**config.mk**
```make
export PLATFORM = sky130hd
export DESIGN_NAME = uwm_ctrl
export DESIGN_NICKNAME = d
export VERILOG_FILES = /design/src/uwm_pkg.sv /design/src/uwm_ctrl.sv
export SDC_FILE = /design/constraint.sdc
export NUM_CORES = 1
export LEC_CHECK = 0
export ABC_AREA = 1
export BUFFER_PORTS_ARGS = -buffer_cell sky130_fd_sc_hd__buf_4
export CORE_AREA = 3 3 40 42
export DETAILED_ROUTE_END_ITERATION = 6
export DIE_AREA = 0 0 43 45
export PLACE_DENSITY = 0.52
export SYNTH_ARGS = -nofsm -noshare
export SYNTH_HDL_FRONTEND = slang
export SYNTH_SLANG_ARGS = --single-unit
```
**constraint.sdc**
```tcl
create_clock -name clk -period 1.5 [get_ports clk]
set_input_delay 0.3 -clock clk [delete_from_list [all_inputs] [get_ports clk]]
set_output_delay 0.3 -clock clk [all_outputs]
set_load 0.01 [all_outputs]
```
**src/uwm_pkg.sv**
```systemverilog
// uwm_pkg: shared constants and types of the text width measure block
// used by uwm_ctrl, uwm_dp and the top level in src, no dependencies
package uwm_pkg;

	localparam int MAX_GLYPHS_DEF = 256;

	localparam int EM_W      = 12;
	localparam int PIX_W     = 10;
	localparam int GCNT_W    = 9;
	localparam int CFG_W     = 12;
	localparam int CFG_IDX_W = 2;
	localparam int CODE_W    = 21;
	localparam int ADV_W     = 20;
	localparam int SUM_W     = 32;
	localparam int PROD_W    = SUM_W + PIX_W;
	localparam int ENTRY_W   = ADV_W + 1 + CODE_W;
	localparam int DCNT_W    = 6;

	// register indexes
	localparam logic [CFG_IDX_W-1:0] CFG_EM_SIZE     = 2'd0;
	localparam logic [CFG_IDX_W-1:0] CFG_PIXEL_SIZE  = 2'd1;
	localparam logic [CFG_IDX_W-1:0] CFG_GLYPH_COUNT = 2'd2;

	localparam logic [EM_W-1:0]   EM_RESET   = 12'd1000;
	localparam logic [PIX_W-1:0]  PIX_RESET  = 10'd16;
	localparam logic [GCNT_W-1:0] GCNT_RESET = 9'd0;

	// func codes
	localparam logic [1:0] F_LOAD = 2'd0;
	localparam logic [1:0] F_BYTE = 2'd1;
	localparam logic [1:0] F_END  = 2'd2;

	// utf-8 lead byte classes
	localparam logic [7:0] ASCII_MASK = 8'h80;
	localparam logic [7:0] LEAD2_MASK = 8'hE0;
	localparam logic [7:0] LEAD2_CODE = 8'hC0;
	localparam logic [7:0] LEAD2_BITS = 8'h1F;
	localparam logic [7:0] LEAD3_MASK = 8'hF0;
	localparam logic [7:0] LEAD3_CODE = 8'hE0;
	localparam logic [7:0] LEAD3_BITS = 8'h0F;
	localparam logic [7:0] LEAD4_MASK = 8'hF8;
	localparam logic [7:0] LEAD4_CODE = 8'hF0;
	localparam logic [7:0] LEAD4_BITS = 8'h07;
	localparam logic [7:0] CONT_BITS  = 8'h3F;
	localparam logic [CODE_W-1:0] CP_QMARK = 21'h3F;

	// default advance 0.6 em in q12.8: (em * 1536 + 5) / 10
	localparam int DFLT_X_W = 23;
	localparam logic [10:0] DFLT_MUL = 11'd1536;
	localparam logic [2:0]  DFLT_RND = 3'd5;
	localparam logic [31:0] DIV10_RECIP = 32'hCCCCCCCD;
	localparam int DIV10_SHIFT = 35;

	typedef struct packed {
		logic wr_glyph;
		logic dec_byte;
		logic end_cp;
		logic srch;
		logic mul;
		logic div;
		logic emit;
	} cmd_t;

	typedef struct packed {
		logic byte_done;
		logic pending_nz;
		logic srch_done;
		logic div_last;
		logic out_free;
	} status_t;

endpackage

```
**src/uwm_ctrl.sv**
```systemverilog
// uwm_ctrl: sequencing state machine of the text width measure block
// depends on uwm_pkg
module uwm_ctrl (
	input  logic                clk,
	input  logic                arst_n,
	input  logic                in_valid,
	input  logic [1:0]          func,
	input  uwm_pkg::status_t    status,
	output logic                in_stall,
	output uwm_pkg::cmd_t       cmd
);

	localparam logic [2:0] ST_IDLE = 3'd0;
	localparam logic [2:0] ST_SRCH = 3'd1;
	localparam logic [2:0] ST_MUL  = 3'd2;
	localparam logic [2:0] ST_DIV  = 3'd3;
	localparam logic [2:0] ST_OUT  = 3'd4;

	logic [2:0] state_q, state_d;
	logic       end_q, end_d;
	logic       accept;

	assign in_stall = (state_q != ST_IDLE);
	assign accept   = in_valid && !in_stall;

	always_comb begin
		state_d = state_q;
		end_d   = end_q;
		cmd     = '0;
		case (state_q)
			ST_IDLE: begin
				if (accept) begin
					case (func)
						uwm_pkg::F_LOAD: cmd.wr_glyph = 1'b1;
						uwm_pkg::F_BYTE: begin
							cmd.dec_byte = 1'b1;
							if (status.byte_done) state_d = ST_SRCH;
						end
						uwm_pkg::F_END: begin
							cmd.end_cp = 1'b1;
							end_d      = 1'b1;
							state_d    = status.pending_nz ? ST_SRCH : ST_MUL;
						end
						default: ;
					endcase
				end
			end
			ST_SRCH: begin
				cmd.srch = 1'b1;
				if (status.srch_done) state_d = end_q ? ST_MUL : ST_IDLE;
			end
			ST_MUL: begin
				cmd.mul = 1'b1;
				state_d = ST_DIV;
			end
			ST_DIV: begin
				cmd.div = 1'b1;
				if (status.div_last) state_d = ST_OUT;
			end
			ST_OUT: begin
				if (status.out_free) begin
					cmd.emit = 1'b1;
					end_d    = 1'b0;
					state_d  = ST_IDLE;
				end
			end
			default: state_d = ST_IDLE;
		endcase
	end

	always_ff @(posedge clk or negedge arst_n) begin
		if (!arst_n) begin
			state_q <= ST_IDLE;
			end_q   <= 1'b0;
		end else begin
			state_q <= state_d;
			end_q   <= end_d;
		end
	end

endmodule

```
After elaboration in Yosys (flattened, before gate mapping)
Index checks and enable logic that the tools add are counted.
{"block": "op_classes", "reduce_logical": 8, "n_eq_ne": 13, "n_mux": 23}
{"cell": "two-way mux 3 bit", "n": 7}
{"cell": "one-hot mux 3 bit (5 select lines)", "n": 1}
{"cell": "two-way mux 1 bit", "n": 11}
{"cell": "!= test 2 bit, second input constant", "n": 4}
{"cell": "== test 3 x 2 -> 1 bit, second input constant", "n": 2}
{"cell": "one-hot mux 3 bit (2 select lines)", "n": 1}
{"cell": "AND reduction 6 bit", "n": 1}
{"cell": "two-way mux 2 bit", "n": 2}
{"cell": "AND reduction 4 bit", "n": 1}
{"cell": "== test 3 x 1 -> 1 bit, second input constant", "n": 1}
{"cell": "== test 3 bit, second input constant", "n": 1}
{"cell": "logical NOT 3 bit", "n": 1}
{"cell": "!= test 3 x 1 -> 1 bit, second input constant", "n": 1}
{"cell": "!= test 3 bit, second input constant", "n": 1}
{"cell": "nonzero test 3 bit", "n": 1}
{"cell": "== test 2 x 1 -> 1 bit, second input constant", "n": 1}
{"cell": "== test 2 bit, second input constant", "n": 1}
{"cell": "logical NOT 2 bit", "n": 1}
{"cell": "!= test 2 x 1 -> 1 bit, second input constant", "n": 1}
{"cell": "one-hot mux 1 bit (2 select lines)", "n": 1}
{"cell": "nonzero test 2 bit", "n": 1}
{"cell": "logical AND 1 bit", "n": 1}
{"cell": "logical NOT 1 bit", "n": 1}
{"block": "word_totals", "inputBits": 10, "output_inout_bits": 8, "elab_cells": 46, "regBits": 4}

Depth between registers and ports, before layout
{"block": "logic_depth", "word_depth": 5, "mapped_depth": 8, "depth_no_buf": 8}

Least setup slack after synthesis
Ideal clock, no wire load.
{"block": "synth_timing", "kind": "reg-to-output", "start": "reg state_q[1]", "end": "out cmd[5] (netlist name)", "path_buffers": 0, "t_required_ns": 1.200, "path_slack_ns": 0.071, "arrival_ns": 1.129, "stages_incl_launch_ff": 6, "cell_sequence": "dfrtp_1 nor2_2 nand2_2 inv_1 nand2_1 nor3_1"}
{"element": "from (decl)", "line_no": "uwm_ctrl.sv:19", "source": "logic [2:0] state_q, state_d;"}
{"element": "from (signal assigned)", "line_no": "uwm_ctrl.sv:76", "source": "state_q <= state_d;"}
{"element": "to (decl)", "line_no": "uwm_ctrl.sv:10", "source": "output uwm_pkg::cmd_t cmd"}

==> flow_summary.ini <==
[worst_setup_path]
path_depth = 3
end_kind = primary output
max_stage_delay_ns = 0.39
cp_cell_sequence = buf_4, nor4_4, buf_4
cp-start-kind = flip-flop
cpMaxStageDelayCell = dfrtp_1
cp.required_ns = 1.20
cp_max_fo = 3
arrival_ns = 1.23
cp_top_family = flip-flops
cpMostUsedCell = buf_4
path_buf_inv = 2
r2r.worst_path.cells = 10
path_class = flip-flop to primary output

[yosys]
synth_top_family_by_area = simple AND/OR/NAND/NOR gates
synth-async-reset-ratio_pct = 100
synth_xor_area_share_pct = 0
synth_area_per_cell_um2 = 6.17
yosys_warnings = 0
synth_compound_gate_area_share_pct = 2.90
netlist_instances = 56
netlist_area_um2 = 345
synth_seq_cells = 4
synth_area_leaders = dfrtp_1, nand3_1, nand2_1, inv_1, nor2_1
synth-main-ff-cell = dfrtp_1
synthAdderAreaFrac_pct = 0
synth-edff-count = 0
synth.largest_area_cell = dfrtp_1
synth.distinct_cells = 16
synth-seq-area-share_pct = 29.0
synth_mux_area_share_pct = 0
synth_top_area_share_pct = 29.0
syn_nets = 66
synth_commonest_cells = nand2_1, inv_1, nand3_1
synthSimpleGateAreaFrac_pct = 55.1
yosysMostFrequentCell = nand2_1

[global_route]
grt_max_degree = 6
grt_pass1_vias = 391
grt_overflow = 0
grt_pass1_wl_um = 1660
track_usage_pct = 11.7
antenna_found_initial = 0

[min_path]
hp-class = input port to flip-flop
hold_depth = 4

[power]
leakagePower_uw = 0.000375
p_per_area_nw_per_um2 = 1600
power_uw = 1060
ir_drop_uv = 730

[route]
drt.antenna.violating_nets = 0
finalWirelength_um = 1080
drt_iter0_drc = 2
drc = 0
wl_per_cell_um = 10.6
vias = 450
routed_via_density = 4.41
drtPass1Iterations = 2

[floorplanning]
core_um2 = 1280
rows = 13
top_level_ports = 18
die_height_um = 45
die_w_um = 43
dieArea_um2 = 1940
start_util_pct = 26.9

[job]
cap_viol_max_count = 0

[final_layout]
synthToLayoutAreaGrowth_pct = 92.4
drive_gt1_share_pct = 52.9
antenna_cells = 0
fin_nets = 99

[timing]
fin_setup_tns_ns = -0.0614
rsz0062_at_grt = true
clock_skew_ns = 0.000478
hold_viol = 0
maxSlewHeadroom_pct = 84.1
min_period_ns = 1.53
period_share_pct = 102
setup_violations = 3
setup_slack_ns = -0.0312
fmax_mhz = 653
maxSlewViolCount = 0
tightest_slew_ns = 0.236

[placed_design]
portBuffers = 17
gp_congestion = 0.786
dpl.hpwl_um = 779

[clock_tree]
cts_tree = done
clkLatencyLatePin_ns = 0.23
h-tree-depth = 1
clk_pin_slew_ns = 0.03
cts.sinks = 4
root_buffer = clkbuf_4
cts_buffer_depth = 2
numCtsBuffers = 3

[run_status]
status = finished, violations left
violations = negative setup slack
[registers in the layout, summed over array words and instances, names as in the netlist]
| signal | cells |
|---|---|
| end_q | 1 |
| state_q | 3 |
[placed cells by master, fill, tap and decap left out, types with 2 or more instances in the layout]
cell type	instances
buf_4	26
nand2_1	10
inv_1	8
nand3_1	8
nor2_1	6
dfrtp_1	4
nor2_2	3
nand2_2	3
clkbuf_4	3
inv_2	2
nor3_4	2
buf_6	2
[layout make-up]
type	instances	area [um2]
fillers	135	621
clock buffers	3	22.5
repair buffers	29	228
flip-flops and latches	4	100
well taps	15	18.8
multi-input cells	41	258
inverters	10	37.5
[kinds of logic (layout without fill, tap and decap cells)]
group           Yosys count  after routing
simple gates             39             39
flops                     4              4
compound gates            2              2
buf+inv                  11             42
[worst register-to-register path, stage by stage, from the launching register on]
cell,delay [ns]
dfrtp_1,0.39
buf_4,0.16
buf_4,0.14
nand2_2,0.08
nor2_4,0.04
nand2_2,0.06
nand2_1,0.06
nor2_2,0.15
nand2_1,0.07
nand2_1,0.05
nand2_1,0.05
[where the power goes]
part	total (uW)	switching, uW	internal [uW]
registers	174	26.5	147
clock network	126	37.2	89.0
logic	763	401	362
[metrics by stage]
step                      utilization [%]  area (um2)  hold WS (ns)  std cells  setup WS [ns]
after CTS                            48.0         617         0.333         99        -0.0569
after global routing                 51.7         664         0.359        102         -0.116
after detailed placement             39.4         507        0.0984         90          0.113
after global placement               39.4         507        0.0993         90          0.142
final                                51.7         664         0.341        102        -0.0312
after floorplan                         -         345       0.00441         56         0.0706
[repair_timing]
action	CTS	global route
pin swaps	2	2
hold buffers	1	0
gates resized for setup	9	5
buffers inserted	5	3
setup endpoints to repair	4	7
hold endpoints to repair	4	0
[final timing paths]
path / slack [ns] / startpoint / to
max in group asynchronous: 1.00 / arst_n / state_q[0]
min in group asynchronous: 0.40 / arst_n / end_q
min: 0.34 / status[1] / state_q[1]
max reg2reg: 0.13 / state_q[0] / state_q[0]
min reg2reg: 0.52 / end_q / end_q
max: -0.03 / state_q[0] / cmd[0]
[per-layer routing]
layer	up-vias	global-route usage, %	part of all wire [%]
li1	241	-	-
met1	197	13.2	38
met2	12	20.1	54
met3	0	1.59	7.2
met4	0	9.04	0
met5	-	0	0
(Power assumes the default switching activity.)
